$ cat src/sv/assert_macros.svh
// Assertion macros shared by the RTL
`ifndef ASSERT_MACROS_SVH
`define ASSERT_MACROS_SVH

// same-cycle implication
`define ASSERT_IMPLY(label, clk, rst_n, ante, cons) \
    label: assert property (@(posedge clk) disable iff (!rst_n) (ante) |-> (cons)) \
        else $error("assertion failed: same-cycle implication");

// next-cycle implication
`define ASSERT_NEXT(label, clk, rst_n, ante, cons) \
    label: assert property (@(posedge clk) disable iff (!rst_n) (ante) |=> (cons)) \
        else $error("assertion failed: next-cycle implication");

`endif

$ cat src/sv/crt_pkg.sv
// Types and op codes for the two-moduli CRT solver
package crt_pkg;

    localparam int IN_W  = 16;
    localparam int OUT_W = 32;

    typedef struct packed {
        logic [IN_W-1:0] modulus_n;
        logic [IN_W-1:0] residue_a;
        logic [IN_W-1:0] modulus_m;
        logic [IN_W-1:0] residue_b;
    } crt_in_t;

    typedef struct packed {
        logic             found;
        logic [OUT_W-1:0] solution;
    } crt_out_t;

    typedef enum logic [4:0] {
        OP_NOP,
        OP_LOAD,
        OP_DIV_EU,
        OP_EU_MUL,
        OP_EU_UPD,
        OP_DIV_DF,
        OP_CAP_DQ,
        OP_DIV_MM,
        OP_CAP_MM,
        OP_DIV_RU,
        OP_CAP_U,
        OP_DIV_RV,
        OP_CAP_V,
        OP_MUL_UV,
        OP_DIV_T,
        OP_CAP_T,
        OP_MUL_NT,
        OP_ADD_X,
        OP_OUT_OK,
        OP_OUT_NO
    } crt_op_t;

    typedef struct packed {
        crt_op_t op;
    } crt_cmd_t;

    typedef struct packed {
        logic div_done;
        logic rem_zero;
        logic r1_zero;
        logic bad_input;
    } crt_stat_t;

endpackage

$ cat src/sv/crt_div.sv
// Restoring divider, one quotient bit per cycle
module crt_div #(
    parameter int NW  = 32,
    parameter int DVW = 16
) (
    input  logic           clk,
    input  logic           rst_n,
    input  logic           start,
    input  logic [NW-1:0]  dividend,
    input  logic [DVW-1:0] divisor,
    output logic           done,
    output logic [NW-1:0]  quo,
    output logic [DVW-1:0] rem
);
    localparam int CW = $clog2(NW);

    logic [NW-1:0]  quo_reg, quo_next;
    logic [DVW-1:0] rem_reg, rem_next;
    logic [DVW-1:0] dvs_reg;
    logic [CW-1:0]  cnt_reg, cnt_next;
    logic           busy_reg, busy_next;
    logic           done_reg, done_next;
    logic [DVW:0]   rem_sh;
    logic [DVW:0]   trial;
    logic           ge;

    always_comb
    begin
        rem_sh    = {rem_reg, quo_reg[NW-1]};
        trial     = rem_sh - {1'b0, dvs_reg};
        ge        = !trial[DVW];
        rem_next  = ge ? trial[DVW-1:0] : rem_sh[DVW-1:0];
        quo_next  = {quo_reg[NW-2:0], ge};
        cnt_next  = cnt_reg - CW'(1);
        busy_next = busy_reg && (cnt_reg != '0);
        done_next = busy_reg && (cnt_reg == '0);
    end

    always_ff @(posedge clk or negedge rst_n)
    begin
        if (!rst_n)
        begin
            busy_reg <= 1'b0;
            done_reg <= 1'b0;
            cnt_reg  <= '0;
        end
        else if (start)
        begin
            busy_reg <= 1'b1;
            done_reg <= 1'b0;
            cnt_reg  <= CW'(NW - 1);
        end
        else
        begin
            busy_reg <= busy_next;
            done_reg <= done_next;
            if (busy_reg)
                cnt_reg <= cnt_next;
        end
    end

    always_ff @(posedge clk)
    begin
        if (start)
        begin
            quo_reg <= dividend;
            rem_reg <= '0;
            dvs_reg <= divisor;
        end
        else if (busy_reg)
        begin
            quo_reg <= quo_next;
            rem_reg <= rem_next;
        end
    end

    assign done = done_reg;
    assign quo  = quo_reg;
    assign rem  = rem_reg;
endmodule

$ cat src/sv/crt_dp.sv
// Datapath: operand registers, Euclid update, multiplies and the shared divider
module crt_dp #(
    parameter int EW = 16
) (
    input  logic              clk,
    input  logic              rst_n,
    input  crt_pkg::crt_cmd_t cmd,
    input  crt_pkg::crt_in_t  in_data,
    output crt_pkg::crt_stat_t stat,
    output crt_pkg::crt_out_t out_data
);
    import crt_pkg::*;

    localparam int SW = EW + 2;        // Bezout coefficient, signed
    localparam int DW = 2 * EW;        // wide products and dividends
    localparam int PW = EW + 1 + SW;   // q * s1

    logic [EW-1:0]        n_reg, a_reg, m_reg, b_reg;
    logic [EW-1:0]        r0_reg, r1_reg, rn_reg;
    logic signed [SW-1:0] s0_reg, s1_reg;
    logic signed [PW-1:0] prod_reg;
    logic [EW-1:0]        dq_reg, mm_reg, u_reg, v_reg, t_reg;
    logic [DW-1:0]        uv_reg, nt_reg, x_reg;
    logic                 found_reg;
    logic [OUT_W-1:0]     sol_reg;

    logic                 div_start;
    logic [DW-1:0]        div_nd;
    logic [EW-1:0]        div_dv;
    logic                 div_done;
    logic [DW-1:0]        div_q;
    logic [EW-1:0]        div_r;

    logic                 diff_neg;
    logic [EW-1:0]        diff_abs;
    logic                 s0_neg;
    logic [SW-1:0]        s0_abs;
    logic signed [PW-1:0] s1_next;
    logic [EW-1:0]        red_rem;

    always_comb
    begin
        diff_neg = a_reg > b_reg;
        diff_abs = diff_neg ? (a_reg - b_reg) : (b_reg - a_reg);
        s0_neg   = s0_reg[SW-1];
        s0_abs   = s0_neg ? SW'(-s0_reg) : SW'(s0_reg);
        s1_next  = PW'(s0_reg) - prod_reg;
        // remainder folded back to [0, mm) for a negative operand
        red_rem  = mm_reg - div_r;
    end

    always_comb
    begin
        div_start = 1'b1;
        div_nd    = '0;
        div_dv    = mm_reg;
        unique case (cmd.op)
            OP_DIV_EU:
            begin
                div_nd = DW'(r0_reg);
                div_dv = r1_reg;
            end
            OP_DIV_DF:
            begin
                div_nd = DW'(diff_abs);
                div_dv = r0_reg;
            end
            OP_DIV_MM:
            begin
                div_nd = DW'(m_reg);
                div_dv = r0_reg;
            end
            OP_DIV_RU: div_nd = DW'(dq_reg);
            OP_DIV_RV: div_nd = DW'(s0_abs[EW-1:0]);
            OP_DIV_T:  div_nd = uv_reg;
            default:   div_start = 1'b0;
        endcase
    end

    crt_div #(
        .NW  (DW),
        .DVW (EW)
    ) u_div (
        .clk      (clk),
        .rst_n    (rst_n),
        .start    (div_start),
        .dividend (div_nd),
        .divisor  (div_dv),
        .done     (div_done),
        .quo      (div_q),
        .rem      (div_r)
    );

    always_ff @(posedge clk)
    begin
        unique case (cmd.op)
            OP_LOAD:
            begin
                n_reg  <= in_data.modulus_n[EW-1:0];
                a_reg  <= in_data.residue_a[EW-1:0];
                m_reg  <= in_data.modulus_m[EW-1:0];
                b_reg  <= in_data.residue_b[EW-1:0];
                r0_reg <= in_data.modulus_n[EW-1:0];
                r1_reg <= in_data.modulus_m[EW-1:0];
                s0_reg <= SW'(1);
                s1_reg <= '0;
            end
            OP_EU_MUL:
            begin
                prod_reg <= PW'($signed({1'b0, div_q[EW-1:0]}) * s1_reg);
                rn_reg   <= div_r;
            end
            OP_EU_UPD:
            begin
                s0_reg <= s1_reg;
                s1_reg <= SW'(s1_next);
                r0_reg <= r1_reg;
                r1_reg <= rn_reg;
            end
            OP_CAP_DQ: dq_reg <= div_q[EW-1:0];
            OP_CAP_MM: mm_reg <= div_q[EW-1:0];
            OP_CAP_U:  u_reg  <= (diff_neg && div_r != '0) ? red_rem : div_r;
            OP_CAP_V:  v_reg  <= (s0_neg && div_r != '0) ? red_rem : div_r;
            OP_MUL_UV: uv_reg <= u_reg * v_reg;
            OP_CAP_T:  t_reg  <= div_r;
            OP_MUL_NT: nt_reg <= n_reg * t_reg;
            OP_ADD_X:  x_reg  <= nt_reg + DW'(a_reg);
            OP_OUT_OK:
            begin
                found_reg <= 1'b1;
                sol_reg   <= OUT_W'(x_reg);
            end
            OP_OUT_NO:
            begin
                found_reg <= 1'b0;
                sol_reg   <= '0;
            end
            default: ;
        endcase
    end

    always_comb
    begin
        stat.div_done  = div_done;
        stat.rem_zero  = (div_r == '0);
        stat.r1_zero   = (r1_reg == '0);
        stat.bad_input = (n_reg == '0) || (m_reg == '0) || (a_reg >= n_reg)
                       || (b_reg >= m_reg);
        out_data.found    = found_reg;
        out_data.solution = sol_reg;
    end
endmodule

$ cat src/sv/crt_ctrl.sv
// Controller: sequences the solver steps and owns the handshakes
module crt_ctrl (
    input  logic                clk,
    input  logic                rst_n,
    input  logic                in_valid,
    output logic                in_stall,
    output logic                out_valid,
    input  logic                out_stall,
    input  crt_pkg::crt_stat_t  stat,
    output crt_pkg::crt_cmd_t   cmd
);
    import crt_pkg::*;

    typedef enum logic [4:0] {
        S_IDLE, S_CHECK, S_EU_TEST, S_EU_WAIT, S_EU_UPD,
        S_DF_WAIT, S_MM_GO, S_MM_WAIT, S_RU_GO, S_RU_WAIT,
        S_RV_GO, S_RV_WAIT, S_UV_MUL, S_T_GO, S_T_WAIT,
        S_NT_MUL, S_X_ADD, S_FIN_OK, S_FIN_NO
    } state_t;

    state_t  state_reg, state_next;
    logic    out_valid_reg, out_valid_next;
    crt_op_t op;
    logic    out_free;

    assign out_free = !out_valid_reg || !out_stall;

    always_comb
    begin
        state_next     = state_reg;
        op             = OP_NOP;
        out_valid_next = out_valid_reg && out_stall;
        unique case (state_reg)
            S_IDLE:
                if (in_valid)
                begin
                    op         = OP_LOAD;
                    state_next = S_CHECK;
                end
            S_CHECK:
                state_next = stat.bad_input ? S_FIN_NO : S_EU_TEST;
            S_EU_TEST:
                if (stat.r1_zero)
                begin
                    op         = OP_DIV_DF;
                    state_next = S_DF_WAIT;
                end
                else
                begin
                    op         = OP_DIV_EU;
                    state_next = S_EU_WAIT;
                end
            S_EU_WAIT:
                if (stat.div_done)
                begin
                    op         = OP_EU_MUL;
                    state_next = S_EU_UPD;
                end
            S_EU_UPD:
            begin
                op         = OP_EU_UPD;
                state_next = S_EU_TEST;
            end
            S_DF_WAIT:
                if (stat.div_done)
                begin
                    if (stat.rem_zero)
                    begin
                        op         = OP_CAP_DQ;
                        state_next = S_MM_GO;
                    end
                    else
                        state_next = S_FIN_NO;
                end
            S_MM_GO:
            begin
                op         = OP_DIV_MM;
                state_next = S_MM_WAIT;
            end
            S_MM_WAIT:
                if (stat.div_done)
                begin
                    op         = OP_CAP_MM;
                    state_next = S_RU_GO;
                end
            S_RU_GO:
            begin
                op         = OP_DIV_RU;
                state_next = S_RU_WAIT;
            end
            S_RU_WAIT:
                if (stat.div_done)
                begin
                    op         = OP_CAP_U;
                    state_next = S_RV_GO;
                end
            S_RV_GO:
            begin
                op         = OP_DIV_RV;
                state_next = S_RV_WAIT;
            end
            S_RV_WAIT:
                if (stat.div_done)
                begin
                    op         = OP_CAP_V;
                    state_next = S_UV_MUL;
                end
            S_UV_MUL:
            begin
                op         = OP_MUL_UV;
                state_next = S_T_GO;
            end
            S_T_GO:
            begin
                op         = OP_DIV_T;
                state_next = S_T_WAIT;
            end
            S_T_WAIT:
                if (stat.div_done)
                begin
                    op         = OP_CAP_T;
                    state_next = S_NT_MUL;
                end
            S_NT_MUL:
            begin
                op         = OP_MUL_NT;
                state_next = S_X_ADD;
            end
            S_X_ADD:
            begin
                op         = OP_ADD_X;
                state_next = S_FIN_OK;
            end
            S_FIN_OK:
                if (out_free)
                begin
                    op             = OP_OUT_OK;
                    out_valid_next = 1'b1;
                    state_next     = S_IDLE;
                end
            S_FIN_NO:
                if (out_free)
                begin
                    op             = OP_OUT_NO;
                    out_valid_next = 1'b1;
                    state_next     = S_IDLE;
                end
            default:
                state_next = S_IDLE;
        endcase
    end

    always_ff @(posedge clk or negedge rst_n)
    begin
        if (!rst_n)
        begin
            state_reg     <= S_IDLE;
            out_valid_reg <= 1'b0;
        end
        else
        begin
            state_reg     <= state_next;
            out_valid_reg <= out_valid_next;
        end
    end

    assign in_stall  = (state_reg != S_IDLE);
    assign out_valid = out_valid_reg;
    assign cmd.op    = op;
endmodule

$ cat src/sv/crt_two_moduli_solver.sv
// Top level of the two-moduli CRT solver
//
//   channel | direction | handshake           | payload
//   in      | to block  | in_valid, in_stall   | in_data  (crt_in_t)
//   out     | from block| out_valid, out_stall | out_data (crt_out_t)
//
// One item at a time; every Euclid step and every later division of an item runs
// in turn on the shared bit-serial divider. Invalid inputs finish right after the
// check; incompatible ones right after the divisibility test.
// Reset is asynchronous and clears the controller and divider sequencing only.
// A new item is taken while a finished result still waits on out_stall.
`include "assert_macros.svh"

module crt_two_moduli_solver #(
    parameter int WIDTH = 16
) (
    input  logic              clk,
    input  logic              rst_n,
    input  logic              in_valid,
    output logic              in_stall,
    input  crt_pkg::crt_in_t  in_data,
    output logic              out_valid,
    input  logic              out_stall,
    output crt_pkg::crt_out_t out_data
);
    import crt_pkg::*;

    localparam int EW = (WIDTH < IN_W) ? WIDTH : IN_W;

    crt_cmd_t  cmd;
    crt_stat_t stat;

    crt_ctrl u_ctrl (
        .clk       (clk),
        .rst_n     (rst_n),
        .in_valid  (in_valid),
        .in_stall  (in_stall),
        .out_valid (out_valid),
        .out_stall (out_stall),
        .stat      (stat),
        .cmd       (cmd)
    );

    crt_dp #(
        .EW (EW)
    ) u_dp (
        .clk      (clk),
        .rst_n    (rst_n),
        .cmd      (cmd),
        .in_data  (in_data),
        .stat     (stat),
        .out_data (out_data)
    );

    `ASSERT_IMPLY(a_nofound_zero, clk, rst_n, out_valid && !out_data.found, out_data.solution == '0)
    `ASSERT_NEXT(a_busy_after_accept, clk, rst_n, in_valid && !in_stall, in_stall)
endmodule

$ cat config.mk
export PLATFORM = sky130hd
export DESIGN_NAME = crt_two_moduli_solver
export DESIGN_NICKNAME = d
export VERILOG_FILES = /design/src/sv/crt_pkg.sv /design/src/sv/crt_div.sv /design/src/sv/crt_dp.sv /design/src/sv/crt_ctrl.sv /design/src/sv/crt_two_moduli_solver.sv
export VERILOG_INCLUDE_DIRS = /design/src /design/src/sv
export SDC_FILE = /design/constraint.sdc
export NUM_CORES = 2
export LEC_CHECK = 0
export BUFFER_PORTS_ARGS = -buffer_cell sky130_fd_sc_hd__buf_2
export CORE_AREA = 2 2 303 425
export CTS_CLUSTER_DIAMETER = 50
export CTS_CLUSTER_SIZE = 20
export DETAILED_ROUTE_END_ITERATION = 7
export DIE_AREA = 0 0 305 427
export RECOVER_POWER = 100
export SYNTH_ARGS = -nofsm -noshare
export SYNTH_HDL_FRONTEND = slang
export SYNTH_SLANG_ARGS = --single-unit
$ cat constraint.sdc
create_clock -name clk -period 19.6 [get_ports clk]
set_clock_uncertainty 0.05 [all_clocks]
set_input_delay 1.96 -clock clk [delete_from_list [all_inputs] [get_ports clk]]
set_output_delay 1.96 -clock clk [all_outputs]
set_load 0.05 [all_outputs]
; Word level (Yosys, flattened, before mapping)
; Index checks and enable logic that the tools add are counted.
[word_totals]
regBits = 452
latch_bits = 0
mem_bits_rw = 0
romBits = 0
out_inout_bits = 35
mem_count = 0
[op_classes]
n_addsub = 8
n_mul = 3
div_mod_pow = 0
n_lt_le_gt_ge = 3
n_eq_ne = 45
shifts = 0
muxes = 46
bitwise = 0
reduce_logical = 28
[ops]
columns = cell, n
row1 = 32-bit case mux with 6 select lines, 1
row2 = 5-bit case mux with 18 select lines, 2
row3 = 16-bit case mux with 2 select lines, 3
row4 = 5-bit by 4-bit equality test with 1-bit output (second input constant), 16
row5 = 16-bit 2-to-1 mux, 5
row6 = 5-bit 2-to-1 mux, 15
row7 = 18-bit case mux with 2 select lines, 2
row8 = 16-bit logical NOT, 4
row9 = 16-bit by 16-bit multiplier with 32-bit output, 2
row10 = 32-bit 2-to-1 mux, 2
row11 = 32-bit case mux with 2 select lines, 1
row12 = 16-bit subtractor, 3
row13 = 5-bit by 3-bit equality test with 1-bit output (second input constant), 8
row14 = 5-bit equality test (second input constant), 7
row15 = 32-bit by 16-bit adder with 32-bit output, 1
row16 = 16-bit >= comparator, 2
row17 = 5-bit by 2-bit equality test with 1-bit output (second input constant), 4
row18 = 17-bit by 18-bit multiplier with 18-bit output, 1
row19 = 18-bit subtractor, 1
row20 = 17-bit by 16-bit subtractor with 17-bit output, 1
row21 = 16-bit > comparator, 1
row22 = 4-bit 2-to-1 mux, 4
row23 = 16-bit negator, 1
row24 = 16-bit nonzero test, 1
row25 = other kinds (17), 45

; Depth between registers and ports, before layout
[depth]
depth_word = 8
depth_mapped = 24
ltp_nobuf = 22

; Modules after synthesis
; Synthesis repeated with hierarchy kept, for this count alone.
[hier_totals]
hier_cells = 4460
hier_area_um2 = 44675.3
[modules_own_cells]
columns = mod, instances, cells_each, area_per_inst_um2
row1 = crt_dp, 1, 4054, 40323.7
row2 = crt_div, 1, 312, 3656.0
row3 = crt_ctrl, 1, 94, 695.7

; Worst setup path before layout
; Ideal clock, no wire load.
[synth_path]
path_kind = register to register
startpoint = register u_dp.n_reg[8]
endpoint = register u_dp.nt_reg[29], data pin
setup_time_ns = 0.266
arrival_ns = 5.930
setup_slack_ns = 13.354
stages_incl_launch_ff = 23
path_buffers = 2
period_less_slack_ns = 6.246
cell_sequence = edfxtp_1 clkbuf_1 clkbuf_1 nand2_1 fa_1 fa_1 fa_1 fa_1 inv_1 fa_1 inv_1 fa_1 inv_1 ha_1 a21oi_1 nor2_1 a311o_1 a221o_1 o21ai_1 o221ai_1 nor4_1 nor3_1 xor2_1
[synth_via]
elab_chain_cells = 1
[synth_rtl]
columns = item, line
row1 = start: declaration, crt_dp.sv:18  ; logic [EW-1:0] n_reg, a_reg, m_reg, b_reg;
row2 = start signal: assignment, crt_dp.sv:99  ; n_reg <= in_data.modulus_n[EW-1:0];
row3 = 16-bit by 16-bit multiplier with 32-bit output, crt_dp.sv:126  ; OP_MUL_NT: nt_reg <= n_reg * t_reg;
row4 = end signal: assignment, crt_dp.sv:126
row5 = end: declaration, crt_dp.sv:23  ; logic [DW-1:0] uv_reg, nt_reg, x_reg;
; Every way passes these cells.
; A chain may end at the register's enable or synchronous reset.

; Worst setup path after layout
[layout_path]
startpoint = input port in_valid
endpoint = register u_dp.s0_reg[9], enable pin
[layout_via]
elab_chain_cells = 4
word_cells_on_any_way = 5
[layout_rtl]
columns = item, line
row1 = start: declaration, crt_two_moduli_solver.sv:19  ; input logic in_valid,
row2 = 1-bit 2-to-1 mux *, crt_ctrl.sv:35  ; if (in_valid)
row3 = 5-bit case mux with 18 select lines *, crt_ctrl.sv:33  ; unique case (state_reg)
row4 = 5-bit by 1-bit equality test with 1-bit output or 5-bit by 3-bit equality test with 1-bit output (tied branches), crt_dp.sv:96  ; unique case (cmd.op)
row5 = 2-bit nonzero test (no source line) *, -
row6 = end signal: assignment, crt_dp.sv:115  ; s0_reg <= s1_reg;
row7 = end: declaration, crt_dp.sv:20  ; logic signed [SW-1:0] s0_reg, s1_reg;
; Every way passes the cells marked *; elsewhere a longest branch is shown, timed or not.

==> metrics.txt <==
XOR/XNOR Fraction of Synth Area 0.0382; fin cells 6,099; CP max FO 65; Min Hold Slack 0.445 ns; setup_tns 0 ns; vias in the first global route 32,844; Startpoint Class primary input; setup slack after layout 11.95 ns; reg-to-reg slack, setup 12.14 ns; DR pass1 iterations 7; Fillers 12,553; Synth cell types 80; synthesized cell area 0.0440 mm²; clock share of power 0.467; Hold/Removal Path Class flop to flop; I/O pin count 103; Most used DFF post-synth edfxtp_1; Logic pwr share 0.008; number of buffers added on ports 102; Clock Sinks 452; clock transition at the registers of the reported paths 0.08 ns; CTS tree yes; area of the multi-input gates 0.0272 mm²; Worst EP required 19.72 ns; top-area cell type share of the netlist area 0.288; Reg2Reg Depth 22; Power, Total 1.98 mW; Pint 1.53 mW; Post-CTS Hold Buffers 0; final core occ 0.375; Die ar. 0.130 mm²; mux cell area share after synthesis 0.00742; starting density of the core 0.348; initial antenna violation count 10; CP Class primary input to flop; grt total ovfl 0; Worst Min Path Start u_dp.rn_reg[2]$_DFFE_PN_; WL per Instance 19.7 µm; Post-Synth Simple-Gate Area 0.148; FMAX 131 MHz; Setup Fix Bufs, Post-CTS 0; dominant cells by area after synthesis edfxtp_1 29%, fa_1 23%, ha_1 11%, inv_1 6.4%, nand2_1 5.5%; detailed placer's ending HPWL 93,800 µm; Net Sw Frac 0.229; Final Instance Area 0.0475 mm²; top cell type by total area after synthesis edfxtp_1; Power Density 41.7 mW/mm²; FF-to-FF Start u_dp.v_reg[8]$_DFFE_PN_; Mapped Avg Cell Area 10.0 µm²; GRT Total Usage 0.185; row count 155; global placement routability congestion 0.890; Antenna diodes 0; Place WS 12.39 ns; Final period util 0.391; Final nets 5,379; Seq pwr share 0.525; leakage 21.9 nW; post-place instance area 0.0463 mm²; Iteration-0 DRC Markers 2,006; global-route wire length before repair 186,000 µm; layout cells sized above 1 0.0364; max-cap violations 14; final hold vios 0; Yosys reg bits 452; final wirelength 120,000 µm; CP arrival 7.77 ns; Syn. warnings 0; Worst VDD drop 0.0000503 V; Max Transition Viols Final 550; Worst Setup End Kind flop; Slew @ Worst Pin 3.42 ns; # setup viols final 0; adder-cell area share of the yosys netlist 0.340; hold worst-path end u_dp.r1_reg[2]$_DFFE_PP_; RSZ-0062 raised after global routing false; Async SR Flop Fraction 0.0288; CTS max path bufs 3; CTS H-tree depth 2; largest family of logic cells by synthesized area adder cells; Tmin final 7.66 ns; slew margin rel. -1.28; Final ANT Viol Nets 0; CTS Buf Count 44; number of flops mapped to enable cells by yosys 423; worst-skew pair later-pin latency 0.61 ns; outcome complete, but fails checks; CTS root buf clkbuf_16; Hold Path Stages 2; failing checks capacitance limit, slew limit; Mapped Nets 5,358; placed insts 6,019; Die Span Y 427 µm; via count 31,277; Area Overhead vs Synth 7.98%; Seq. cell area 0.0133 mm²; P_sw 455 µW; Via density 5.13; largest net degree at the start of global routing 66; register area share after synthesis 0.303; Die X-Extent 305 µm; RR Endpoint u_dp.uv_reg[31]$_DFFE_PN_; Remaining DRCs 0; Compound-Gate Fraction of Synth Area 0.0843; Post-CTS Resized 0; Syn Inst Count 4,396; Core Region 0.127 mm²
==> layout by cell type (no fill, tap or decap), types with 14 or more instances in the layout <==
cell type,netlist,routed
nand4_1,19,19
nor3_1,42,42
or3_1,16,16
ha_1,392,392
and2_1,355,309
nand3_1,35,34
nor2b_1,26,27
a22o_1,18,18
dfxtp_1,16,16
nor4_1,29,28
xnor2_1,131,131
and3_1,18,18
o21ai_0,110,117
and2_0,0,46
a21oi_1,145,145
o211ai_1,15,15
o21a_1,22,22
clkbuf_1,139,97
mux2_2,21,20
clkbuf_16,0,45
nand2_1,644,644
o31ai_1,12,14
a22oi_1,17,17
xor2_1,61,61
a21o_1,58,58
fa_1,502,502
inv_1,753,753
nor2_1,122,121
a211oi_1,21,21
nand2b_1,27,27
buf_2,6,28
edfxtp_1,423,423
==> per-layer routing <==
layer  part of all wire  routed length [µm]  global-route usage
met5            0.00040                  48                   0
met4              0.059                7090               0.100
met1               0.37               45100               0.201
met3              0.043                5190              0.0242
met2               0.52               63000               0.347
==> worst max path at each step <==
stage                             start                            to  slack [ns]
4_1_cts        u_dp.n_reg[11]$_DFFE_PP_     u_dp.nt_reg[30]$_DFFE_PN_       12.38
2_1_floorplan   u_dp.n_reg[8]$_DFFE_PP_     u_dp.nt_reg[29]$_DFFE_PN_       13.35
3_5_place_dp   u_dp.n_reg[11]$_DFFE_PP_     u_dp.nt_reg[30]$_DFFE_PN_       12.39
3_3_place_gp   u_dp.n_reg[11]$_DFFE_PP_     u_dp.nt_reg[30]$_DFFE_PN_       12.40
6_report                       in_valid  u_dp.s0_reg[9]$_SDFFCE_PN0P_       11.95
5_1_grt                        in_valid  u_dp.s0_reg[8]$_SDFFCE_PN0P_       11.53
==> cells by family (layout without fill, tap and decap cells) <==
group                      count (synthesis)  after routing
and+or+nand+nor                         1358           1358
buffers and inverters                    914            969
adders and majority gates                894            894
AOI/OAI and AO/OA                        556            556
DFF                                      452            452
xor gates and xnor gates                 192            192
muxes                                     30             30
==> power groups by stage <==
| stage | Clock, mW | Combinational [mW] | Sequential, mW |
|---|---|---|---|
| after global placement | 0 | 0.0169 | 1.06 |
| after detailed placement | 0 | 0.0168 | 1.06 |
| after floorplan | 0 | 0.00251 | 1.06 |
| final | 0.928 | 0.0160 | 1.04 |
| after CTS | 0.943 | 0.0169 | 1.04 |
| after global routing | 0.976 | 0.0169 | 1.04 |
==> Yosys cell counts (42+ instances only) <==
cell type and instances:
edfxtp_1 423, nor3_1 42, a21o_1 58, inv_1 753, o21ai_0 110, and2_1 355
a21oi_1 145, fa_1 502, xnor2_1 131, nor2_1 122, clkbuf_1 139, ha_1 392
xor2_1 61, nand2_1 644
==> worst max-delay path: stages <==
cell and delay [ns]:
clkbuf_1 0.20, and3_1 2.54, nand2b_1 1.41, clkbuf_1 1.61
==> area by class of cell <==
class,count,share of cell area
Multi-Input combinational cell,3030,0.572
Sequential cell,452,0.281
Inverter,753,0.0594
Tap cell,1648,0.0434
Clock buffer,45,0.0237
Timing Repair Buffer,136,0.0123
Clock inverter,35,0.00889
Power figures use the tool's default switching activity.
